`config.mk`:
```
export PLATFORM = sky130hd
export DESIGN_NAME = hdlc_frame_receiver
export DESIGN_NICKNAME = d
export VERILOG_FILES = /design/src/rtl/core/hfr_pkg.sv /design/src/rtl/core/hdlc_frame_receiver.sv /design/src/rtl/core/hfr_front.sv /design/src/rtl/core/hfr_engine.sv
export SDC_FILE = /design/constraint.sdc
export NUM_CORES = 1
export LEC_CHECK = 0
export BUFFER_PORTS_ARGS = -buffer_cell sky130_fd_sc_hd__buf_2
export CORE_ASPECT_RATIO = 0.6
export CORE_UTILIZATION = 45
export CTS_BUF_LIST = sky130_fd_sc_hd__clkbuf_8
export DETAILED_ROUTE_END_ITERATION = 6
export GPL_TIMING_DRIVEN = 0
export PLACE_DENSITY = 0.72
export SLEW_MARGIN = 20
export SYNTH_ARGS = -nofsm -noshare
export SYNTH_HDL_FRONTEND = slang
export SYNTH_SLANG_ARGS = --single-unit
```
`constraint.sdc`:
```
create_clock -name i_clk -period 8.7 [get_ports i_clk]
set_input_delay 1.74 -clock i_clk [delete_from_list [all_inputs] [get_ports i_clk]]
set_output_delay 1.74 -clock i_clk [all_outputs]
set_load 0.1 [all_outputs]
```
`src/rtl/core/hfr_pkg.sv`:
```
`timescale 1ns / 1ps

package hfr_pkg;

    // Frame limits
    localparam int FRAME_BUFFER_BYTES = 512;
    localparam int MAX_ADDR_BYTES     = 3;

    // Byte codes
    localparam logic [7:0] FLAG_BYTE   = 8'h7E;
    localparam logic [3:0] FORMAT_TYPE = 4'hA;

    // Status codes
    localparam logic [3:0] ST_IGNORED    = 4'd0;
    localparam logic [3:0] ST_ACCEPTED   = 4'd1;
    localparam logic [3:0] ST_FRAME_DONE = 4'd2;
    localparam logic [3:0] ST_BAD_FORMAT = 4'd3;
    localparam logic [3:0] ST_DST_ADDR   = 4'd4;
    localparam logic [3:0] ST_SRC_ADDR   = 4'd5;
    localparam logic [3:0] ST_HCS        = 4'd6;
    localparam logic [3:0] ST_FCS        = 4'd7;
    localparam logic [3:0] ST_END_FLAG   = 4'd8;
    localparam logic [3:0] ST_OVERFLOW   = 4'd9;

    // Item handed from the front queue to the frame engine
    typedef struct packed {
        logic       is_flag;
        logic [7:0] data;
    } t_rx_item;

endpackage

```
`src/rtl/core/hdlc_frame_receiver.sv`:
```
`timescale 1ns / 1ps

// HDLC type-3 frame receiver. Takes one received byte per item on s_axis and
// returns one result per byte on m_axis: a status code in tuser and the frame
// length and address lengths known so far in tdata. A byte is taken every
// clock while results are drained; a byte passes the two-entry input queue and
// then the frame engine, whose CRC-16/X.25 update and position compare are
// combinational and feed the result register, which sets the rate of one byte
// per clock. Both sides may stall freely; the input queue and the result
// register decouple them. No start-up pass is needed after reset.
module hdlc_frame_receiver #(
    parameter int FRAME_BUFFER_BYTES = hfr_pkg::FRAME_BUFFER_BYTES,
    parameter int MAX_ADDR_BYTES     = hfr_pkg::MAX_ADDR_BYTES
) (
    input  logic        i_clk,
    input  logic        i_rst_n,
    input  logic        s_axis_tvalid,
    output logic        s_axis_tready,
    input  logic [7:0]  s_axis_tdata,    // [7:0] rx_byte
    output logic        m_axis_tvalid,
    input  logic        m_axis_tready,
    output logic [23:0] m_axis_tdata,    // [11:0] frame_length, [15:12] dest_addr_len,
                                         // [19:16] src_addr_len, [23:20] zero
    output logic [3:0]  m_axis_tuser     // [3:0] status
);

    hfr_pkg::t_rx_item item;
    logic              item_valid;
    logic              item_ready;

    hfr_front u_front (
        .i_clk         (i_clk),
        .i_rst_n       (i_rst_n),
        .s_axis_tvalid (s_axis_tvalid),
        .s_axis_tready (s_axis_tready),
        .s_axis_tdata  (s_axis_tdata),
        .o_item_valid  (item_valid),
        .i_item_ready  (item_ready),
        .o_item        (item)
    );

    hfr_engine #(
        .FRAME_BUFFER_BYTES (FRAME_BUFFER_BYTES),
        .MAX_ADDR_BYTES     (MAX_ADDR_BYTES)
    ) u_engine (
        .i_clk         (i_clk),
        .i_rst_n       (i_rst_n),
        .i_item_valid  (item_valid),
        .o_item_ready  (item_ready),
        .i_item        (item),
        .m_axis_tvalid (m_axis_tvalid),
        .m_axis_tready (m_axis_tready),
        .m_axis_tdata  (m_axis_tdata),
        .m_axis_tuser  (m_axis_tuser)
    );

endmodule

```
`src/rtl/core/hfr_front.sv`:
```
`timescale 1ns / 1ps

// Accepts received bytes, tags flag bytes and holds them in a two-entry queue.
module hfr_front (
    input  logic              i_clk,
    input  logic              i_rst_n,
    input  logic              s_axis_tvalid,
    output logic              s_axis_tready,
    input  logic [7:0]        s_axis_tdata,    // [7:0] rx_byte
    output logic              o_item_valid,
    input  logic              i_item_ready,
    output hfr_pkg::t_rx_item o_item
);

    hfr_pkg::t_rx_item r_mem [2];
    logic       r_wr_ptr;
    logic       r_rd_ptr;
    logic [1:0] r_count;
    logic       push;
    logic       pop;

    assign s_axis_tready = (r_count != 2'd2);
    assign push          = s_axis_tvalid && s_axis_tready;
    assign o_item_valid  = (r_count != 2'd0);
    assign pop           = o_item_valid && i_item_ready;
    assign o_item        = r_mem[r_rd_ptr];

    // Queue storage, tagged on the way in
    always_ff @(posedge i_clk) begin
        if (push) begin
            r_mem[r_wr_ptr].data    <= s_axis_tdata;
            r_mem[r_wr_ptr].is_flag <= (s_axis_tdata == hfr_pkg::FLAG_BYTE);
        end
    end

    // Pointers and fill level
    always_ff @(posedge i_clk) begin
        if (!i_rst_n) begin
            r_wr_ptr <= 1'b0;
            r_rd_ptr <= 1'b0;
            r_count  <= 2'd0;
        end else begin
            if (push) r_wr_ptr <= ~r_wr_ptr;
            if (pop)  r_rd_ptr <= ~r_rd_ptr;
            case ({push, pop})
                2'b10:   r_count <= r_count + 2'd1;
                2'b01:   r_count <= r_count - 2'd1;
                default: r_count <= r_count;
            endcase
        end
    end

endmodule

```
`src/rtl/core/hfr_engine.sv`:
```
`timescale 1ns / 1ps

// Frame tracker: position, lengths, running CRC and checks, one byte per cycle
// while results drain, followed by the result register.
module hfr_engine #(
    parameter int FRAME_BUFFER_BYTES = hfr_pkg::FRAME_BUFFER_BYTES,
    parameter int MAX_ADDR_BYTES     = hfr_pkg::MAX_ADDR_BYTES
) (
    input  logic              i_clk,
    input  logic              i_rst_n,
    input  logic              i_item_valid,
    output logic              o_item_ready,
    input  hfr_pkg::t_rx_item i_item,
    output logic              m_axis_tvalid,
    input  logic              m_axis_tready,
    output logic [23:0]       m_axis_tdata,    // [11:0] frame_length, [15:12] dest_addr_len,
                                               // [19:16] src_addr_len, [23:20] zero
    output logic [3:0]        m_axis_tuser     // [3:0] status
);

    // CRC-16/X.25 over one byte, reflected polynomial
    function automatic logic [15:0] crc_x25_byte(input logic [15:0] crc, input logic [7:0] b);
        logic [15:0] c;
        c = crc ^ {8'h00, b};
        for (int i = 0; i < 8; i++) begin
            c = c[0] ? ((c >> 1) ^ 16'h8408) : (c >> 1);
        end
        return c;
    endfunction

    logic [12:0] r_pos,  n_pos;
    logic [11:0] r_len,  n_len;
    logic [3:0]  r_dst,  n_dst;
    logic [3:0]  r_src,  n_src;
    logic [12:0] r_scan, n_scan;
    logic [3:0]  r_fhn,  n_fhn;
    logic [15:0] r_crc,  n_crc;
    logic [15:0] r_hist, n_hist;
    logic [7:0]  r_prev, n_prev;

    logic        r_out_valid;
    logic [3:0]  r_out_status;
    logic [11:0] r_out_len;
    logic [3:0]  r_out_dst;
    logic [3:0]  r_out_src;

    logic        take;
    logic        v_idle;
    logic [3:0]  v_status;
    logic [12:0] v_p;
    logic [12:0] v_scan;
    logic [15:0] v_got;
    logic [15:0] v_want;
    logic [7:0]  d;

    assign o_item_ready = !r_out_valid || m_axis_tready;
    assign take         = i_item_valid && o_item_ready;
    assign d            = i_item.data;

    // Next frame state for the byte at the queue head
    always_comb begin
        n_pos    = r_pos;
        n_len    = r_len;
        n_dst    = r_dst;
        n_src    = r_src;
        n_scan   = r_scan;
        n_fhn    = r_fhn;
        n_crc    = r_crc;
        n_hist   = r_hist;
        n_prev   = r_prev;
        v_idle   = 1'b0;
        v_status = hfr_pkg::ST_ACCEPTED;
        v_p      = r_pos;
        v_scan   = r_scan;
        v_got    = {d, r_prev};
        v_want   = ~r_hist;

        if (r_pos == 13'd0 && !i_item.is_flag) begin
            v_status = hfr_pkg::ST_IGNORED;
        end else begin
            // previous frame finished, or buffer full: restart on this byte
            if ((r_len != 12'd0 && {1'b0, r_pos} >= ({2'b00, r_len} + 14'd2))
                || (r_pos >= 13'(FRAME_BUFFER_BYTES))) begin
                if (r_pos >= 13'(FRAME_BUFFER_BYTES)
                    && !(r_len != 12'd0 && {1'b0, r_pos} >= ({2'b00, r_len} + 14'd2)))
                begin
                    v_status = hfr_pkg::ST_OVERFLOW;
                end
                n_pos  = '0;
                n_len  = '0;
                n_dst  = '0;
                n_src  = '0;
                n_scan = '0;
                n_fhn  = '0;
                v_p    = '0;
            end

            if (v_p == 13'd1 && i_item.is_flag) begin
                // repeated opening flag
                v_status = hfr_pkg::ST_IGNORED;
            end else begin
                n_prev = d;
                if (v_p == 13'd0) begin
                    n_crc  = 16'hFFFF;
                    n_hist = 16'hFFFF;
                end else begin
                    n_hist = r_crc;
                    n_crc  = crc_x25_byte(r_crc, d);
                end
                v_p   = v_p + 13'd1;
                n_pos = v_p;

                if (v_p == 13'd1) begin
                    // opening flag stored
                end else if (v_p == 13'd2) begin
                    n_fhn = d[3:0];
                    if (d[7:4] != hfr_pkg::FORMAT_TYPE) begin
                        v_idle   = 1'b1;
                        v_status = hfr_pkg::ST_BAD_FORMAT;
                    end
                end else if (v_p == 13'd3) begin
                    n_len = {n_fhn, d};
                end else if (n_dst == 4'd0) begin
                    v_scan = n_scan + 13'd1;
                    n_scan = v_scan;
                    if (d[0]) begin
                        if (v_scan > 13'(MAX_ADDR_BYTES)) begin
                            v_idle   = 1'b1;
                            v_status = hfr_pkg::ST_DST_ADDR;
                        end else begin
                            n_dst  = (v_scan > 13'd15) ? 4'd15 : v_scan[3:0];
                            n_scan = '0;
                        end
                    end
                end else if (n_src == 4'd0) begin
                    v_scan = n_scan + 13'd1;
                    n_scan = v_scan;
                    if (d[0]) begin
                        if (v_scan > 13'(MAX_ADDR_BYTES)) begin
                            v_idle   = 1'b1;
                            v_status = hfr_pkg::ST_SRC_ADDR;
                        end else begin
                            n_src  = (v_scan > 13'd15) ? 4'd15 : v_scan[3:0];
                            n_scan = '0;
                        end
                    end
                end else if (v_p == ({9'd0, n_dst} + {9'd0, n_src} + 13'd6)) begin
                    if (v_got != v_want) begin
                        v_idle   = 1'b1;
                        v_status = hfr_pkg::ST_HCS;
                    end
                end else if (v_p == ({1'b0, n_len} + 13'd1)) begin
                    if (v_got != v_want) begin
                        v_idle   = 1'b1;
                        v_status = hfr_pkg::ST_FCS;
                    end
                end else if (v_p == ({1'b0, n_len} + 13'd2)) begin
                    if (i_item.is_flag) begin
                        v_status = hfr_pkg::ST_FRAME_DONE;
                    end else begin
                        v_idle   = 1'b1;
                        v_status = hfr_pkg::ST_END_FLAG;
                    end
                end
            end

            // error: drop the frame
            if (v_idle) begin
                n_pos  = '0;
                n_len  = '0;
                n_dst  = '0;
                n_src  = '0;
                n_scan = '0;
                n_fhn  = '0;
            end
        end
    end

    // Frame state registers
    always_ff @(posedge i_clk) begin
        if (!i_rst_n) begin
            r_pos  <= '0;
            r_len  <= '0;
            r_dst  <= '0;
            r_src  <= '0;
            r_scan <= '0;
            r_fhn  <= '0;
            r_crc  <= 16'hFFFF;
            r_hist <= 16'hFFFF;
            r_prev <= '0;
        end else if (take) begin
            r_pos  <= n_pos;
            r_len  <= n_len;
            r_dst  <= n_dst;
            r_src  <= n_src;
            r_scan <= n_scan;
            r_fhn  <= n_fhn;
            r_crc  <= n_crc;
            r_hist <= n_hist;
            r_prev <= n_prev;
        end
    end

    // Result register
    always_ff @(posedge i_clk) begin
        if (!i_rst_n) begin
            r_out_valid <= 1'b0;
        end else if (take) begin
            r_out_valid <= 1'b1;
        end else if (m_axis_tready) begin
            r_out_valid <= 1'b0;
        end
    end

    always_ff @(posedge i_clk) begin
        if (take) begin
            r_out_status <= v_status;
            r_out_len    <= n_len;
            r_out_dst    <= n_dst;
            r_out_src    <= n_src;
        end
    end

    assign m_axis_tvalid = r_out_valid;
    assign m_axis_tuser  = r_out_status;
    assign m_axis_tdata  = {4'b0000, r_out_src, r_out_dst, r_out_len};

endmodule

```
==> results of run 1 <==
-- state kept, by name (all words and copies together) (netlist names), 2 cells and up, named ones only --
| register | count |
|---|---|
| u_engine.m_axis_tuser | 4 |
| u_engine.r_crc | 16 |
| u_engine.r_dst | 4 |
| u_engine.r_fhn | 4 |
| u_engine.r_hist | 16 |
| u_engine.r_len | 12 |
| u_engine.r_out_dst | 4 |
| u_engine.r_out_len | 12 |
| u_engine.r_out_src | 4 |
| u_engine.r_pos | 13 |
| u_engine.r_prev | 8 |
| u_engine.r_scan | 13 |
| u_engine.r_src | 4 |
| u_front.r_count | 2 |
| u_front.r_mem | 18 |
-- cells by family (layout without fill, tap and decap cells) --
kind of cell / Yosys count / after routing / share of synthesized area, %
flip-flops: 138 / 138 / 36.96
other: 1 / 4 / 0.04354
AND/OR/NAND/NOR: 383 / 383 / 22.79
multiplexers: 19 / 19 / 2.266
AO/OA/AOI/OAI: 221 / 221 / 19.20
buffers and inverters: 99 / 168 / 4.881
XOR/XNOR: 91 / 91 / 9.413
adder cells (fa/ha/maj): 30 / 30 / 4.445
-- final timing paths --
| check | from | endpoint | slack, ps | cells past startpoint |
|---|---|---|---|---|
| worst max register to register | u_engine.r_len[4] | u_engine.r_out_len[0] | 380 | 28 |
| worst min-delay path | u_engine.r_fhn[3] | u_engine.r_fhn[3] | 490 | 2 |
| worst max-delay path | u_engine.r_len[4] | u_engine.r_out_len[0] | 380 | 28 |
| worst min register to register | u_engine.r_fhn[3] | u_engine.r_fhn[3] | 490 | 2 |
-- power breakdown --
group          internal, mW  switching [mW]  leakage [nW]
sequential            0.773          0.0428          1.18
combinational         0.271           0.925          2.21
clock                 0.260           0.288         0.192
-- cells in the final DEF, fill, tap and decap left out, types with 5 or more instances in the layout --
master | netlist | layout
dfxtp_1 | 96 | 96
nor2_1 | 85 | 85
nand2_1 | 68 | 68
o21ai_0 | 59 | 59
nor3_1 | 57 | 57
xnor2_1 | 54 | 54
buf_2 | 12 | 49
clkbuf_1 | 46 | 45
edfxtp_1 | 42 | 42
nand3_1 | 36 | 36
xor2_1 | 36 | 36
inv_1 | 30 | 30
and2_1 | 30 | 30
ha_1 | 29 | 29
and3_1 | 18 | 18
a21oi_1 | 17 | 17
nor4_1 | 18 | 17
clkbuf_8 | 0 | 17
nand4_1 | 16 | 16
a32o_1 | 16 | 16
mux2i_1 | 15 | 14
o211a_1 | 13 | 13
a22o_1 | 13 | 13
or3_1 | 12 | 12
o31ai_1 | 13 | 12
nand2b_1 | 10 | 10
o21a_1 | 8 | 8
or4_1 | 7 | 7
a21o_1 | 6 | 6
a22oi_1 | 6 | 6
o22ai_1 | 6 | 6
o2111ai_1 | 5 | 5
or2_2 | 5 | 5
-- area by class of cell --
cell class	count	area (um^2)	share of cell area (%)
multi-input cells	748	5036	52.88
flip-flops and latches	138	3183	33.42
plain buffers	69	309.0	3.245
well taps	240	300.3	3.153
clock buffers	17	234.0	2.457
repair buffers	37	185.2	1.944
clock inverters	15	163.9	1.721
inverters	30	112.6	1.182
-- layer usage --
layer / vias to the layer above / global-route usage (%) / routed length (um)
li1: 3725 / - / -
met1: 3765 / 43.01 / 13150
met2: 448 / 35.66 / 9715
met3: 45 / 10.19 / 3562
met4: 0 / 7.998 / 425
met5: - / 0 / 0
-- timing repair --
item	CTS	global route
hold buffers	0	0
endpoints found under the setup margin	0	19
resized for setup	0	3
endpoints found under the hold margin	0	0
-- worst max-delay path: cells and delay by family, from the launching register on --
family	cells	cell delay, ps
AND/OR/NAND/NOR	8	1750
flip-flops	1	330
buffers and inverters	6	1740
XOR/XNOR	3	850
AO/OA/AOI/OAI	7	2300
adder cells (fa/ha/maj)	4	1110
==> impl_metrics.csv, run 1 <==
group,metric,value,unit
outcome,outcome,"finished clean",
sta,timing_hold_violations_final,0,
routing,num_vias,7983,
clocking,root_buffer,"clkbuf_8",
layout,syn2layout_area_growth,10.58,%
sta,tns,0,ps
worst_setup_path,cp.arrival,8560,ps
synthesis,ys_top_cells_by_area,"dfxtp_1, edfxtp_1, xnor2_1, ha_1, nor2_1",
placed_design,io_buffers,37,
synthesis,synth.top_cell.area_share,22.31,%
layout,stdcell_count,1294,
clocking,post-cts-setup-buffers,0,
synthesis,post-synth-top-area-cell,"dfxtp_1",
sta,fin_hold_ws,492.6,ps
flow_run,maxCapViolCount,0,
worst_setup_path,cp-start-kind,"register",
clocking,cts_buffer_depth,2,
synthesis,syn_area_per_cell,8.771,um^2
routing,vias_per_cell,6.169,
synthesis,synthTopCellsByCount,"dfxtp_1, nor2_1, nand2_1",
min_path,hp-class,"register to register",
global_routing,grt_use_total,28.21,%
worst_setup_path,critical_path_required,8950,ps
sta,maxSlewViolCount,0,
layout,fillCellCount,1700,
layout,utilization,51.76,%
die,dieArea,19720,um^2
worst_setup_path,critical_path_class,"register to register",
synthesis,synth_cell_type_count,84,
sta,fin_crit_sh,95.59,%
sta,setup_viol,0,
sta,timing.fmax,0.1202,GHz
pwr,ir_drop,207.9,uV
global_routing,grt_pass1_wl,41810,um
placed_design,gp_congestion,0.9936,
synthesis,yosysMostFrequentCell,"dfxtp_1",
layout,antenna_cells,0,
die,die_w,180.6,um
sta,min_period,8317,ps
pwr,totalPowerFinal,2.559,mW
worst_setup_path,slowest_delay,460,ps
routing,drc,0,
global_routing,grt_overflow,0,
synthesis,synthFlopType,"dfxtp_1",
routing,drtIter0Drc,1008,
routing,drt_wl_total,26850,um
die,num_rows,38,
placed_design,dpl.cell_count,1262,
worst_setup_path,endpoint_kind,"register",
synthesis,postSynthCellCount,982,
synthesis,ys_ff_latch,138,
sta,clock_skew,15.71,ps
sta,relSlewSlack,35.74,%
synthesis,async_reset_ff_share,0,%
sta,rsz0062_at_grt,"no",
clocking,cts_tree,"yes",
synthesis,syn_area,8613,um^2
synthesis,synth_edf_count,42,
layout,finalInstanceArea,9524,um^2
placed_design,dp_hpwl,20180,um
clocking,insertion_delay,470,ps
sta,setup_slack,383.5,ps
clocking,clkTransAtPathRegs,90,ps
global_routing,antenna_found_initial,0,
global_routing,grt_pass1_vias,7275,
clocking,cts-buffers-inserted,17,
pwr,p_leak,3.586,nW
routing,dr.pass1.iters,6,
sta,tightest_slew,937.1,ps
die,floorplan.initialDensity,46.81,%
routing,avgRoutedWirePerCell,20.75,um
die,io_pins,42,
synthesis,synth_warnings,0,
routing,route.antenna.remaining_nets,0,
die,fp.coreArea,18400,um^2
pwr,power.density,268.7,nW/um^2
worst_setup_path,cp_max_fo,10,
placed_design,dpl-instance-area,9114,um^2
clocking,htree_levels,4,
placed_design,pre_cts_ws,569.6,ps
global_routing,grt_max_degree,29,
worst_setup_path,critical-path-slowest-cell,"xnor3_1",
clocking,cts_sinks,138,
die,die_h,109.2,um
layout,final_layout_size_suffix_gt1_share,10.82,%
synthesis,ys_seq_area_share,36.96,%
worst_setup_path,path_common_cell,"ha_1",
layout,fin_nets,1083,
Note: power is estimated with default switching activity, not from simulation.
==> run 2, diff against run 1 <==
--- a/config.mk
+++ b/config.mk
@@ -9,8 +9,8 @@
 export CORE_ASPECT_RATIO = 0.6
 export CORE_UTILIZATION = 45
 export CTS_BUF_LIST = sky130_fd_sc_hd__clkbuf_8
+export CTS_CLUSTER_SIZE = 12
 export DETAILED_ROUTE_END_ITERATION = 6
-export GPL_TIMING_DRIVEN = 0
 export PLACE_DENSITY = 0.72
 export SLEW_MARGIN = 20
 export SYNTH_ARGS = -nofsm -noshare
==> impl_metrics.csv, run 2 (synthesized netlist as in run 1, its figures left out) <==
group,metric,value,unit
sta,timing_hold_violations_final,0,
global_routing,grt_max_degree,75,
placed_design,io_buffers,37,
pwr,p_leak,3.512,nW
worst_setup_path,critical_path_class,"register to register",
global_routing,grt_use_total,26.11,%
clocking,root_buffer,"clkbuf_8",
die,die_h,109.2,um
sta,maxSlewViolCount,0,
outcome,outcome,"finished clean",
clocking,htree_levels,4,
sta,timing.fmax,0.1311,GHz
sta,fin_crit_sh,87.66,%
layout,mostFrequentLayoutCell,"dfxtp_1",
routing,drc,0,
min_path,hp-class,"register to register",
layout,final_layout_size_suffix_gt1_share,10.50,%
flow_run,maxCapViolCount,0,
clocking,clkTransAtPathRegs,80,ps
routing,drt_wl_total,25150,um
layout,antenna_cells,0,
global_routing,grt_pass1_vias,6674,
sta,tns,0,ps
clocking,postCtsHoldBufs,0,
layout,largest_reg_flops,18,
layout,fillCellCount,1700,
global_routing,grt_pass1_wl,39050,um
sta,tightest_slew,1064,ps
clocking,cts-buffers-inserted,17,
die,floorplan.initialDensity,46.81,%
routing,dr.pass1.iters,5,
die,die_w,180.6,um
sta,setup_viol,0,
pwr,power.density,274.8,nW/um^2
die,dieArea,19720,um^2
clocking,post-cts-setup-buffers,0,
sta,relSlewSlack,28.90,%
routing,drtIter0Drc,1031,
worst_setup_path,cp_max_fo,31,
global_routing,antenna_found_initial,0,
clocking,cts_buffer_depth,2,
clocking,cts-resized-gates,0,
pwr,ir_drop,184.1,uV
placed_design,gp_congestion,1.092,
worst_setup_path,critical_path_required,8920,ps
worst_setup_path,endpoint_kind,"register",
die,num_rows,38,
routing,vias_per_cell,6.226,
worst_setup_path,cp.arrival,7850,ps
worst_setup_path,cp-start-kind,"register",
placed_design,dpl.cell_count,1208,
layout,syn2layout_area_growth,8.512,%
sta,min_period,7627,ps
placed_design,dp_hpwl,18400,um
sta,rsz0062_at_grt,"no",
layout,regMostFlops,"u_front.r_mem",
die,io_pins,42,
layout,stdcell_count,1240,
routing,num_vias,7720,
clocking,insertion_delay,470,ps
layout,fin_nets,1029,
clocking,cts_tree,"yes",
global_routing,grt_overflow,0,
clocking,cts_sinks,138,
layout,most-common-layout-cells,"dfxtp_1, nor2_1, nand2_1",
pwr,totalPowerFinal,2.569,mW
die,fp.coreArea,18400,um^2
routing,route.antenna.remaining_nets,0,
routing,avgRoutedWirePerCell,20.28,um
layout,reg.largest.list,"u_front.r_mem x18, u_engine.r_crc x16, u_engine.r_hist x16",
sta,clock_skew,15.43,ps
run 2: cell count changes in the layout (fill, tap and decap cells not counted), moves of 2 or more:
| cell | delta |
|---|---|
| buf_4 | +11 |
| clkbuf_1 | -45 |
| nor2_1 | -2 |
| clkinvlp_4 | -2 |
| buf_1 | -2 |
| inv_8 | -2 |
| inv_1 | +2 |
| clkbuf_2 | -4 |
| buf_6 | -2 |
| buf_2 | -12 |
run 2: path summary, 6_finish.rpt:
path / start / to / slack, ps / cells after the start
worst min register to register: u_engine.r_fhn[0] / u_engine.r_fhn[0] / 500 / 2
worst max register to register: u_engine.r_len[3] / u_engine.r_out_len[2] / 1070 / 22
worst max-delay path: u_engine.r_len[3] / u_engine.r_out_len[2] / 1070 / 22
worst min-delay path: u_engine.r_fhn[0] / u_engine.r_fhn[0] / 500 / 2
run 2: routing by layer:
metal / vias up / global-route usage, % / share of wire, %
li1: 3605 / - / -
met2: 415 / 32.53 / 36
met1: 3665 / 41.27 / 51
met4: 0 / 6.349 / 1.4
met3: 35 / 8.250 / 12
met5: - / 0 / 0
run 2: final cells by class:
class	instances	area (um^2)	share of cell area, %
clock buffers	18	247.7	2.651
clock inverters	14	168.9	1.807
inverters	30	112.6	1.205
multi-input cells	748	5036	53.88
flip-flops and latches	138	3183	34.06
well taps	240	300.3	3.213
repair buffers	52	297.8	3.186
run 2: critical path, stage by stage, from the launching register on:
cell and delay (ps):
dfxtp_1 610, nand4_1 510, nor3_1 470, xnor2_1 200
ha_1 270, and3_1 220, a221oi_2 340, o211a_1 300
a22o_1 470, nand2_1 230, inv_1 160, ha_1 380
nand3_1 400, xor2_1 600, xnor2_1 180, nand4_1 100
nor3_1 220, a41oi_1 210, o32a_1 420, a31oi_4 180
buf_4 360, o21ai_0 280, a22o_1 250
run 2: power by group:
part	leakage, nW	total (mW)	switching [mW]	internal (mW)
Sequential	1.18	0.844	0.0710	0.773
Clock	0.211	0.566	0.274	0.292
Combinational	2.12	1.16	0.885	0.273
run 2: metrics by stage:
stage          util, %  cell area (um^2)  hold WS [ps]  worst slack (ps)
2_1_floorplan        -              8625         441.7              2305
3_3_place_gp     48.53              8930         477.9              1621
3_5_place_dp     48.53              8930         488.2              1344
4_1_cts          50.80              9346         501.6              1312
5_1_grt          50.80              9346         518.2             493.5
6_report         50.80              9346         503.0              1073
==> run 3, diff against run 2 <==
==> constraint.sdc (replaced) <==
create_clock -name i_clk -period 7.4 [get_ports i_clk]
set_input_delay 1.48 -clock i_clk [delete_from_list [all_inputs] [get_ports i_clk]]
set_output_delay 1.48 -clock i_clk [all_outputs]
set_load 0.1 [all_outputs]
==> impl_metrics.csv, run 3 (synthesized netlist as in run 1, its figures left out) <==
group,metric,value,unit
outcome,outcome,"finished with violations",
outcome,violations,"design-rule violations",
placed_design,pre_cts_ws,439.4,ps
routing,vias_per_cell,6.142,
sta,setup_viol,0,
worst_setup_path,r2r_setup_slack,360,ps
routing,num_vias,7690,
global_routing,antenna_found_initial,1,
clocking,cts_sinks,138,
worst_setup_path,worstSetupStartpoint,"u_engine.r_len[6]",
routing,route.antenna.remaining_nets,0,
placed_design,dpl.cell_count,1215,
clocking,postCtsHoldBufs,0,
placed_design,dpl-instance-area,8982,um^2
global_routing,grt_pass1_vias,6837,
layout,regMostFlops,"u_front.r_mem",
die,num_rows,38,
routing,drt_wl_total,25320,um
die,dieArea,19720,um^2
min_path,hp-class,"register to register",
global_routing,grt_util_met1,39.65,%
layout,finalInstanceArea,9390,um^2
sta,tightest_slew,1099,ps
layout,utilization,51.03,%
sta,maxSlewViolCount,0,
worst_setup_path,endpoint_kind,"register",
sta,fin_hold_ws,524.6,ps
routing,avgRoutedWirePerCell,20.22,um
layout,mostFrequentLayoutCell,"dfxtp_1",
layout,fillCellCount,1742,
worst_setup_path,cp.arrival,7260,ps
layout,syn2layout_area_growth,9.021,%
sta,min_period,7043,ps
layout,reg.largest.list,"u_front.r_mem x18, u_engine.r_crc x16, u_engine.r_hist x16",
min_path,hold_start,"u_engine.r_prev[3]",
sta,fin_crit_sh,95.17,%
die,fp.coreArea,18400,um^2
flow_run,maxCapViolCount,0,
layout,final_layout_size_suffix_gt1_share,11.96,%
clocking,clkTransAtPathRegs,80,ps
global_routing,met2_usage,33.19,%
layout,fin_nets,1041,
routing,drtIter0Drc,842,
placed_design,dp_hpwl,18580,um
sta,rsz0062_at_grt,"no",
die,floorplan.initialDensity,46.81,%
clocking,cts_buffer_depth,2,
layout,register_area,3187,um^2
worst_setup_path,critical_path_required,7620,ps
die,io_pins,42,
clocking,cts-buffers-inserted,17,
sta,tns,0,ps
pwr,p_leak,3.557,nW
clocking,cts_tree,"yes",
global_routing,grt_max_degree,75,
pwr,ir_drop,185.4,uV
global_routing,grtUsageMet3,11.59,%
routing,dr.pass1.iters,7,
placed_design,gp_congestion,1.080,
sta,timing.fmax,0.1420,GHz
sta,relSlewSlack,26.56,%
worst_setup_path,cp-start-kind,"register",
clocking,htree_levels,4,
pwr,power.density,313.2,nW/um^2
routing,drc,1,
die,die_h,109.2,um
global_routing,grt_pass1_wl,39320,um
layout,antenna_cells,0,
worst_setup_path,cp_max_fo,16,
pwr,totalPowerFinal,2.941,mW
layout,largest_reg_flops,18,
layout,stdcell_count,1252,
sta,clock_skew,14.56,ps
worst_setup_path,critical_path_class,"register to register",
layout,most-common-layout-cells,"dfxtp_1, nor2_1, nand2_1",
worst_setup_path,r2r_start,"u_engine.r_len[6]",
placed_design,io_buffers,37,
global_routing,busiest_layer,"met1",
global_routing,grt_overflow,0,
clocking,insertion_delay,460,ps
die,die_w,180.6,um
global_routing,grt_use_total,26.35,%
sta,timing_hold_violations_final,0,
layout,multi_input_area,5041,um^2
clocking,root_buffer,"clkbuf_8",
sta,setup_slack,357.2,ps
run 3: final cells by class:
| type | instances | share of cell area [%] |
|---|---|---|
| multi-input combinational | 748 | 53.68 |
| inverter | 30 | 1.199 |
| sequential | 138 | 33.94 |
| clock buffer | 17 | 2.492 |
| tap | 240 | 3.198 |
| timing repair buffer | 64 | 4.131 |
| clock inverter | 15 | 1.359 |
run 3: final timing paths:
check                                               to  cells past startpoint
worst max-delay path            u_engine.r_out_len[11]                     22
worst min-delay path                u_engine.r_prev[3]                      1
worst max register to register  u_engine.r_out_len[11]                     22
worst min register to register      u_engine.r_prev[3]                      1
run 3: timing repair:
action | CTS | global route
endpoints found under the setup margin | 0 | 55
buffers inserted | 0 | 5
hold endpoints to repair | 0 | 0
gates resized for setup | 0 | 4
run 3: metal layers:
metal | up-vias | wire length (um) | part of all wire (%)
met5 | - | 0 | 0
met4 | 0 | 240 | 0.95
met3 | 22 | 3603 | 14
met2 | 409 | 9270 | 37
met1 | 3624 | 12200 | 48
li1 | 3635 | - | -
run 3: worst max-delay path, cell delays in order (launching register included):
cell	delay [ps]
dfxtp_1	540
nand4_1	300
nor3_1	400
xnor2_1	170
ha_1	250
and3_1	210
a221oi_2	400
o211a_1	320
a22o_1	320
buf_4	270
and2_1	230
inv_1	90
fa_1	460
xor2_1	210
ha_1	200
xnor3_1	460
xor2_1	180
nor4_1	80
nor3_1	340
o2111ai_1	240
a31oi_4	540
o21ai_2	290
a32o_1	270
run 3: report_power, final:
| group | leakage, nW | internal (mW) | switching (mW) |
|---|---|---|---|
| sequential | 1.18 | 0.909 | 0.0759 |
| combinational | 2.18 | 0.322 | 1.04 |
| clock | 0.193 | 0.266 | 0.324 |
| total | 3.56 | 1.50 | 1.44 |
